[src/rtl/sdct_pkg.sv]
`timescale 1ns / 1ps

package sdct_pkg;

  // Fixed field widths
  localparam int unsigned SdayW  = 22;
  localparam int unsigned FracW  = 32;
  localparam int unsigned YearW  = 14;
  localparam int unsigned MonW   = 4;
  localparam int unsigned DomW   = 5;
  localparam int unsigned HourW  = 5;
  localparam int unsigned MinW   = 6;
  localparam int unsigned SecW   = 6;

  // Calendar and clock constants
  localparam int unsigned SecScale    = 675;      // 86400 = 675 * 2^7
  localparam int unsigned SecsPerDay  = 86400;
  localparam int unsigned SecsPerHour = 3600;
  localparam int unsigned SecsPerMin  = 60;
  localparam int unsigned DayShift    = 719468 - 25569;
  localparam int unsigned DaysPerEra  = 146097;
  localparam int unsigned YearsPerEra = 400;
  localparam int unsigned DaysPerYear = 365;

  // Internal widths
  localparam int unsigned SecsW = 17;   // seconds of day, up to 86400
  localparam int unsigned ZW    = 23;   // day count from the March era base
  localparam int unsigned EraW  = 6;
  localparam int unsigned DoeW  = 18;
  localparam int unsigned RemW  = 12;   // seconds within the hour
  localparam int unsigned YoeW  = 9;
  localparam int unsigned DoyW  = 9;
  localparam int unsigned MpW   = 4;

  // Reciprocals for exact division by constants: q = (x * M) >> S,
  // with M = ceil(2^S / d) and 2^S > 2^width(x) * d.
  localparam int unsigned EraS  = 42;
  localparam logic [24:0] EraM  = 25'(((64'd1 << EraS) + 64'd146097 - 64'd1) / 64'd146097);
  localparam int unsigned HourS = 30;
  localparam logic [18:0] HourM = 19'(((64'd1 << HourS) + 64'd3600 - 64'd1) / 64'd3600);
  localparam int unsigned MinS  = 19;
  localparam logic [13:0] MinM  = 14'(((64'd1 << MinS) + 64'd60 - 64'd1) / 64'd60);
  localparam int unsigned Q4yS  = 30;
  localparam logic [19:0] Q4yM  = 20'(((64'd1 << Q4yS) + 64'd1460 - 64'd1) / 64'd1460);
  localparam int unsigned QCenS = 35;
  localparam logic [19:0] QCenM = 20'(((64'd1 << QCenS) + 64'd36524 - 64'd1) / 64'd36524);
  localparam int unsigned YoeS  = 28;
  localparam logic [19:0] YoeM  = 20'(((64'd1 << YoeS) + 64'd365 - 64'd1) / 64'd365);
  localparam int unsigned Y100S = 17;
  localparam logic [10:0] Y100M = 11'(((64'd1 << Y100S) + 64'd100 - 64'd1) / 64'd100);
  localparam int unsigned MpS   = 20;
  localparam logic [12:0] MpM   = 13'(((64'd1 << MpS) + 64'd153 - 64'd1) / 64'd153);

  localparam int unsigned Latency = 11;

  typedef struct packed {
    logic [HourW-1:0] hour;
    logic [MinW-1:0]  minute;
    logic [SecW-1:0]  second;
  } tod_t;

  // Day of the March-based year on which month index mp starts: (153*mp+2)/5
  function automatic logic [DoyW-1:0] month_start(input logic [MpW-1:0] mp);
    logic [DoyW-1:0] r;
    case (mp)
      4'd0:    r = 9'd0;
      4'd1:    r = 9'd31;
      4'd2:    r = 9'd61;
      4'd3:    r = 9'd92;
      4'd4:    r = 9'd122;
      4'd5:    r = 9'd153;
      4'd6:    r = 9'd184;
      4'd7:    r = 9'd214;
      4'd8:    r = 9'd245;
      4'd9:    r = 9'd275;
      4'd10:   r = 9'd306;
      4'd11:   r = 9'd337;
      default: r = 9'd0;
    endcase
    return r;
  endfunction

endpackage

[src/rtl/serial_date_to_civil_time_unit.sv]
`timescale 1ns / 1ps

// Serial date to civil date and time converter.
// Request channel: drive serial_day_i and day_fraction_i and raise start for
// one cycle per request. busy is always low, so a request is taken on every
// cycle that start is high, back to back without gaps.
// Result channel: done_o pulses for exactly one cycle with year_o, month_o,
// day_of_month_o, hour_o, minute_o and second_o valid in that cycle. There
// is no back pressure; the receiver must take the result when it appears.
// Throughput: one request per cycle, through an eleven-stage pipeline.
// Results come out in request order, one per request.
// Reset clears the stage valid bits only; no result is emitted for requests
// in flight at reset. The pipeline holds no state between requests.
module serial_date_to_civil_time_unit
  import sdct_pkg::*;
#(
  parameter int unsigned FRACTION_BITS = 32
) (
  input  logic                  clk_i,
  input  logic                  rst_ni,
  input  logic                  start,
  output logic                  busy,
  input  logic [SdayW-1:0]      serial_day_i,
  input  logic [FracW-1:0]      day_fraction_i,
  output logic                  done_o,
  output logic [YearW-1:0]      year_o,
  output logic [MonW-1:0]       month_o,
  output logic [DomW-1:0]       day_of_month_o,
  output logic [HourW-1:0]      hour_o,
  output logic [MinW-1:0]       minute_o,
  output logic [SecW-1:0]       second_o
);

  localparam int unsigned ProdW = FRACTION_BITS + 10;
  localparam logic [ProdW-1:0] Rnd = ProdW'(1) << (FRACTION_BITS - 8);

  logic [FRACTION_BITS-1:0] frac;
  logic [Latency-1:0]       vld_q;

  // Stage registers
  logic [SecsW-1:0] s1_secs_q;
  logic [SdayW-1:0] s1_sday_q;
  logic [SecsW-1:0] s2_secs_q;
  logic [ZW-1:0]    s2_z_q;
  logic [SecsW-1:0] s3_secs_q;
  logic [ZW-1:0]    s3_z_q;
  logic [EraW-1:0]  s3_era_q;
  logic [HourW-1:0] s3_hour_q;
  logic [DoeW-1:0]  s4_doe_q;
  logic [RemW-1:0]  s4_rem_q;
  logic [EraW-1:0]  s4_era_q;
  logic [HourW-1:0] s4_hour_q;
  logic [DoeW-1:0]  s5_doe_q;
  logic [6:0]       s5_q4y_q;
  logic [2:0]       s5_qcen_q;
  logic             s5_full_q;
  logic [RemW-1:0]  s5_rem_q;
  logic [MinW-1:0]  s5_min_q;
  logic [EraW-1:0]  s5_era_q;
  logic [HourW-1:0] s5_hour_q;
  logic [DoeW-1:0]  s6_doe_q;
  logic [DoeW-1:0]  s6_num_q;
  logic [EraW-1:0]  s6_era_q;
  tod_t             s6_tod_q;
  logic [DoeW-1:0]  s7_doe_q;
  logic [YoeW-1:0]  s7_yoe_q;
  logic [EraW-1:0]  s7_era_q;
  tod_t             s7_tod_q;
  logic [DoeW-1:0]  s8_doe_q;
  logic [DoeW-1:0]  s8_y365_q;
  logic [1:0]       s8_q100_q;
  logic [YoeW-1:0]  s8_yoe_q;
  logic [EraW-1:0]  s8_era_q;
  tod_t             s8_tod_q;
  logic [DoyW-1:0]  s9_doy_q;
  logic [YoeW-1:0]  s9_yoe_q;
  logic [EraW-1:0]  s9_era_q;
  tod_t             s9_tod_q;
  logic [MpW-1:0]   s10_mp_q;
  logic [DoyW-1:0]  s10_doy_q;
  logic [YearW-1:0] s10_ybase_q;
  tod_t             s10_tod_q;
  logic [YearW-1:0] s11_year_q;
  logic [MonW-1:0]  s11_mon_q;
  logic [DomW-1:0]  s11_dom_q;
  tod_t             s11_tod_q;

  // Next values
  logic [ProdW-1:0] sec_prod;
  logic [SecsW-1:0] s1_secs_d;
  logic             carry;
  logic [SecsW-1:0] s2_secs_d;
  logic [ZW-1:0]    s2_z_d;
  logic [47:0]      era_prod;
  logic [35:0]      hour_prod;
  logic [DoeW-1:0]  s4_doe_d;
  logic [RemW-1:0]  s4_rem_d;
  logic [37:0]      q4y_prod;
  logic [37:0]      qcen_prod;
  logic [25:0]      min_prod;
  logic [DoeW-1:0]  s6_num_d;
  logic [SecW-1:0]  s6_sec_d;
  logic [37:0]      yoe_prod;
  logic [DoeW-1:0]  s8_y365_d;
  logic [19:0]      y100_prod;
  logic [DoeW-1:0]  doy_base;
  logic [DoyW-1:0]  s9_doy_d;
  logic [10:0]      mp_x;
  logic [23:0]      mp_prod;
  logic [YearW-1:0] s10_ybase_d;
  logic [DoyW-1:0]  mstart;
  logic [DomW-1:0]  s11_dom_d;
  logic [MonW-1:0]  s11_mon_d;
  logic [YearW-1:0] s11_year_d;

  assign busy = 1'b0;

  generate
    if (FRACTION_BITS <= FracW) begin : g_frac_trunc
      assign frac = day_fraction_i[FRACTION_BITS-1:0];
    end else begin : g_frac_ext
      assign frac = {{(FRACTION_BITS - FracW){1'b0}}, day_fraction_i};
    end
  endgenerate

  always_comb begin
    // Stage 1: fraction to rounded seconds
    sec_prod  = ProdW'(frac) * ProdW'(SecScale) + Rnd;
    s1_secs_d = sec_prod[ProdW-1:FRACTION_BITS-7];

    // Stage 2: fold a rounding carry into the day count
    carry     = (s1_secs_q >= SecsW'(SecsPerDay));
    s2_secs_d = carry ? (s1_secs_q - SecsW'(SecsPerDay)) : s1_secs_q;
    s2_z_d    = ZW'(s1_sday_q) + ZW'(carry) + ZW'(DayShift);

    // Stage 3: era and hour quotients
    era_prod  = 48'(s2_z_q) * 48'(EraM);
    hour_prod = 36'(s2_secs_q) * 36'(HourM);

    // Stage 4: remainders
    s4_doe_d = DoeW'(s3_z_q - ZW'(s3_era_q) * ZW'(DaysPerEra));
    s4_rem_d = RemW'(s3_secs_q - SecsW'(s3_hour_q) * SecsW'(SecsPerHour));

    // Stage 5: leap corrections and minute quotient
    q4y_prod  = 38'(s4_doe_q) * 38'(Q4yM);
    qcen_prod = 38'(s4_doe_q) * 38'(QCenM);
    min_prod  = 26'(s4_rem_q) * 26'(MinM);

    // Stage 6: day of era with leap days removed, seconds
    s6_num_d = s5_doe_q - DoeW'(s5_q4y_q) + DoeW'(s5_qcen_q) - DoeW'(s5_full_q);
    s6_sec_d = SecW'(s5_rem_q - RemW'(s5_min_q) * RemW'(SecsPerMin));

    // Stage 7: year of era
    yoe_prod = 38'(s6_num_q) * 38'(YoeM);

    // Stage 8: days in the elapsed years of the era
    s8_y365_d = DoeW'(s7_yoe_q) * DoeW'(DaysPerYear);
    y100_prod = 20'(s7_yoe_q) * 20'(Y100M);

    // Stage 9: day of the March-based year
    doy_base = s8_y365_q + DoeW'(s8_yoe_q[YoeW-1:2]) - DoeW'(s8_q100_q);
    s9_doy_d = DoyW'(s8_doe_q - doy_base);

    // Stage 10: month index and year base
    mp_x        = {s9_doy_q, 2'b00} + 11'(s9_doy_q) + 11'd2;
    mp_prod     = 24'(mp_x) * 24'(MpM);
    s10_ybase_d = YearW'(s9_yoe_q) + YearW'(s9_era_q) * YearW'(YearsPerEra);

    // Stage 11: civil month, day and year
    mstart     = month_start(s10_mp_q);
    s11_dom_d  = DomW'(s10_doy_q - mstart + 9'd1);
    s11_mon_d  = (s10_mp_q < 4'd10) ? (s10_mp_q + 4'd3) : (s10_mp_q - 4'd9);
    s11_year_d = s10_ybase_q + YearW'(s11_mon_d <= 4'd2);
  end

  always_ff @(posedge clk_i or negedge rst_ni) begin
    if (!rst_ni) begin
      vld_q <= '0;
    end else begin
      vld_q <= {vld_q[Latency-2:0], start & ~busy};
    end
  end

  always_ff @(posedge clk_i) begin
    s1_secs_q <= s1_secs_d;
    s1_sday_q <= serial_day_i;

    s2_secs_q <= s2_secs_d;
    s2_z_q    <= s2_z_d;

    s3_secs_q <= s2_secs_q;
    s3_z_q    <= s2_z_q;
    s3_era_q  <= era_prod[47:42];
    s3_hour_q <= hour_prod[34:30];

    s4_doe_q  <= s4_doe_d;
    s4_rem_q  <= s4_rem_d;
    s4_era_q  <= s3_era_q;
    s4_hour_q <= s3_hour_q;

    s5_doe_q  <= s4_doe_q;
    s5_q4y_q  <= q4y_prod[36:30];
    s5_qcen_q <= qcen_prod[37:35];
    s5_full_q <= (s4_doe_q == DoeW'(DaysPerEra - 1));
    s5_rem_q  <= s4_rem_q;
    s5_min_q  <= min_prod[24:19];
    s5_era_q  <= s4_era_q;
    s5_hour_q <= s4_hour_q;

    s6_doe_q        <= s5_doe_q;
    s6_num_q        <= s6_num_d;
    s6_era_q        <= s5_era_q;
    s6_tod_q.hour   <= s5_hour_q;
    s6_tod_q.minute <= s5_min_q;
    s6_tod_q.second <= s6_sec_d;

    s7_doe_q <= s6_doe_q;
    s7_yoe_q <= yoe_prod[36:28];
    s7_era_q <= s6_era_q;
    s7_tod_q <= s6_tod_q;

    s8_doe_q  <= s7_doe_q;
    s8_y365_q <= s8_y365_d;
    s8_q100_q <= y100_prod[18:17];
    s8_yoe_q  <= s7_yoe_q;
    s8_era_q  <= s7_era_q;
    s8_tod_q  <= s7_tod_q;

    s9_doy_q <= s9_doy_d;
    s9_yoe_q <= s8_yoe_q;
    s9_era_q <= s8_era_q;
    s9_tod_q <= s8_tod_q;

    s10_mp_q    <= mp_prod[23:20];
    s10_doy_q   <= s9_doy_q;
    s10_ybase_q <= s10_ybase_d;
    s10_tod_q   <= s9_tod_q;

    s11_year_q <= s11_year_d;
    s11_mon_q  <= s11_mon_d;
    s11_dom_q  <= s11_dom_d;
    s11_tod_q  <= s10_tod_q;
  end

  assign done_o         = vld_q[Latency-1];
  assign year_o         = s11_year_q;
  assign month_o        = s11_mon_q;
  assign day_of_month_o = s11_dom_q;
  assign hour_o         = s11_tod_q.hour;
  assign minute_o       = s11_tod_q.minute;
  assign second_o       = s11_tod_q.second;

  a_era_split: assert property (@(posedge clk_i) disable iff (!rst_ni)
    vld_q[3] |-> (s4_doe_q < DoeW'(DaysPerEra)) && (s4_rem_q < RemW'(SecsPerHour)))
    else $error("era or hour remainder out of range");

  a_doy_range: assert property (@(posedge clk_i) disable iff (!rst_ni)
    vld_q[8] |-> s9_doy_q <= DoyW'(DaysPerYear))
    else $error("day of year out of range");

  a_date_range: assert property (@(posedge clk_i) disable iff (!rst_ni)
    done_o |-> (month_o >= 4'd1) && (month_o <= 4'd12) && (day_of_month_o >= 5'd1))
    else $error("month or day out of range");

  a_time_range: assert property (@(posedge clk_i) disable iff (!rst_ni)
    done_o |-> (hour_o <= 5'd23) && (minute_o <= 6'd59) && (second_o <= 6'd59))
    else $error("time of day out of range");

endmodule

[config.mk]
export PLATFORM = sky130hd
export DESIGN_NAME = serial_date_to_civil_time_unit
export DESIGN_NICKNAME = d
export VERILOG_FILES = /design/src/rtl/sdct_pkg.sv /design/src/rtl/serial_date_to_civil_time_unit.sv
export SDC_FILE = /design/constraint.sdc
export NUM_CORES = 2
export LEC_CHECK = 0
export ABC_AREA = 1
export BUFFER_PORTS_ARGS = -buffer_cell sky130_fd_sc_hd__buf_2
export CAP_MARGIN = 40
export CORE_AREA = 5 5 402 285
export CTS_CLUSTER_SIZE = 40
export DETAILED_ROUTE_END_ITERATION = 8
export DIE_AREA = 0 0 407 290
export PLACE_DENSITY = 0.71
export SETUP_SLACK_MARGIN = 0.15
export SYNTH_ARGS = -nofsm -noshare
export SYNTH_HDL_FRONTEND = slang
export SYNTH_SLANG_ARGS = --single-unit
[constraint.sdc]
create_clock -name clk_i -period 6.32 [get_ports clk_i]
set_clock_uncertainty 0.05 [all_clocks]
set_input_delay 0.948 -clock clk_i [delete_from_list [all_inputs] [get_ports clk_i]]
set_output_delay 0.948 -clock clk_i [all_outputs]
set_load 0.01 [all_outputs]
==> impl_metrics.toml <==
[finish]
postLayoutCoreUtil_pct = 58.7
n_fill_cell = 9575
area_growth_syn_to_layout_pct = 7.32
multi_input_area_mm2 = 0.0441
ff_latch_area_mm2 = 0.00989
num_antenna_cells = 0
design_area_mm2 = 0.0646
drive_above_1_share_pct = 4.51
final_nets = 8945

[route]
first_pass_iters = 6
viasPerCell = 5.18
routed_wl_um = 143000
drtIter0Drc = 2963
vias = 42833
postRouteAntennaNets = 0
wl_per_cell_um = 17.3
post-route-drc-count = 0

[clock_tree]
cts_tree = "yes"
clock-root-buffer = "clkbuf_16"
cts_hold_buffers = 0
clk_latency_ns = 0.66
clock_sinks = 491
clockBufferDepth = 3
clk_pin_slew_worst_paths_ns = 0.07
cts-htree-levels = 2
numCtsBuffers = 50

[synth]
syn_nets = 8758
ys_seq_elements = 491
synth_ff_type = "dfxtp_1"
synth_area_leaders = "fa_1, ha_1, dfxtp_1"
synth_top_cell_by_area = "fa_1"
synthesis.area_mm2 = 0.0602
avgSynthCellArea_um2 = 9.15
syn_inst = 6580
yosysMostFrequentCell = "inv_1"
synthArstFlopShare_pct = 2.24
synth_top_cell_area_share_pct = 27.1
yosysSeqAreaShare_pct = 16.4
ys_top_cells_by_count = "inv_1, ha_1, nand2_1"
ys_warn_count = 0
synth_edf_count = 0
synth.distinct_cells = 57

[sta]
tns_ns = 0
setup_viol = 0
fin_crit_ns = 5.85
hold_slack_ns = 0.130
max_freq_mhz = 171
rsz0062_at_grt = "no"
slew_headroom_pct = 43.4
min_period_over_period_pct = 92.6
hold_viol = 0
tightest_slew_ns = 0.848
slew_violations = 0

[run]
cap_viol_max_count = 0

[place]
place_congestion = 0.985
placed_area_mm2 = 0.0628
io_buffers = 97
hpwl_um = 127000

[worst_setup_path]
endpoint_kind = "register"
path_max_fanout = 7
crit_path_start_kind = "register"
critPathRequiredTime_ns = 6.79
crit_type = "reg -> reg"
cp.arrival_ns = 6.32

[die]
die_w_um = 407
start_util_pct = 54.7
coreArea_mm2 = 0.110
dieArea_mm2 = 0.118
pin_count = 99
rows = 102
fp.dieH_um = 290

[global_routing]
grt_usage_pct = 24.8
grt_max_degree = 17
grt_pass1_vias = 43991
grt_pass1_wl_um = 235000
antenna_found_initial = 2
grt-ovfl-total = 0

[min_path]
min_path_type = "in -> async"

[status]
status = "complete, no violations"
-- cell families after synthesis --
| family | count (synthesis) | synth area share (%) |
|---|---|---|
| adders and majority gates | 2121 | 54.3 |
| buffers and inverters | 1675 | 10.5 |
| and+or+nand+nor | 1547 | 10.9 |
| AOI/OAI and AO/OA | 569 | 5.34 |
| DFF | 491 | 16.4 |
| xor gates and xnor gates | 176 | 2.56 |
| other | 1 | 0.00623 |
-- worst paths after layout --
kind                                       endpoint                start  depth (start not counted)  slack (ns)
worst max-delay path            s3_era_q[4]$_DFF_P_   s2_z_q[12]$_DFF_P_                         19        0.47
worst min-delay path             vld_q[0]$_DFF_PN0_               rst_ni                          1        0.13
worst max register to register  s3_era_q[4]$_DFF_P_   s2_z_q[12]$_DFF_P_                         19        0.47
worst min register to register  s8_doe_q[4]$_DFF_P_  s7_doe_q[4]$_DFF_P_                          0        0.23
max in group asynchronous        vld_q[7]$_DFF_PN0_               rst_ni                          1        5.88
min in group clk_i              s8_doe_q[4]$_DFF_P_  s7_doe_q[4]$_DFF_P_                          0        0.23
-- cell usage in the layout (no fill, tap or decap), types with 39 or more instances in the layout --
cell       count
xor2_1        95
xnor2_1       78
nand2_1      836
nand3_1      197
buf_4         43
o21ai_0      112
dfxtp_1      476
fa_1         816
nor2_1       315
nand4_1       61
ha_1        1305
inv_1       1657
o21bai_1      39
nor3_1        56
buf_2         97
a21oi_1      283
clkbuf_16     50
-- timing repair --
action,4_1_cts,5_1_grt
endpoints found under the setup margin,0,9
resized for setup,0,14
buffers inserted,0,3
-- through the flow --
| step | setup WS, ns | cells |
|---|---|---|
| floorplan | 0.784 | 6580 |
| global placement | 0.452 | 8168 |
| detailed placement | 0.286 | 8168 |
| CTS | 0.258 | 8262 |
| global route | 0.107 | 8265 |
| finish | 0.471 | 8265 |
-- per-layer routing --
| layer | vias to the layer above | global-route usage, % | share of wire, % |
|---|---|---|---|
| met4 | 0 | 3.35 | 1.3 |
| met1 | 20579 | 39.1 | 50 |
| li1 | 20926 | - | - |
| met3 | 114 | 5.53 | 8.4 |
| met5 | - | 0 | 0 |
| met2 | 1214 | 35.4 | 40 |
-- flip-flops by register name, summed over array words and instances, names as in the netlist, 11 cells and up --
register	flops
s6_tod_q	17
s1_secs_q	17
s5_doe_q	18
s10_ybase_q	14
s9_tod_q	17
s1_sday_q	22
s10_tod_q	17
vld_q	11
s4_rem_q	12
s2_z_q	23
year_o	14
s8_tod_q	17
s3_z_q	18
s7_tod_q	17
s4_doe_q	18
s3_secs_q	12
s6_num_q	18
s2_secs_q	17
-- cell type report --
type | count | area share [%]
well taps | 1456 | 2.82
repair buffers | 140 | 1.25
inverters | 1670 | 9.71
multi-input cells | 4414 | 68.2
clock inverters | 36 | 0.670
flip-flops and latches | 491 | 15.3
clock buffers | 58 | 2.03
-- critical path, cell delays in order (launching register included) --
cell     delay (ns)
dfxtp_1        0.52
inv_1          0.14
ha_1           0.35
fa_1           0.52
inv_1          0.06
fa_1           0.51
inv_1          0.06
fa_1           0.54
inv_1          0.09
fa_1           0.52
fa_1           0.54
fa_1           0.49
ha_1           0.32
nand2_1        0.11
nor2_1         0.21
nand4_1        0.15
nor3_1         0.22
nand3_1        0.14
nand4_1        0.13
nand2_1        0.07
Power is not shown: default switching activity piles up to over one toggle a cycle in this logic, so the estimate is an artifact.
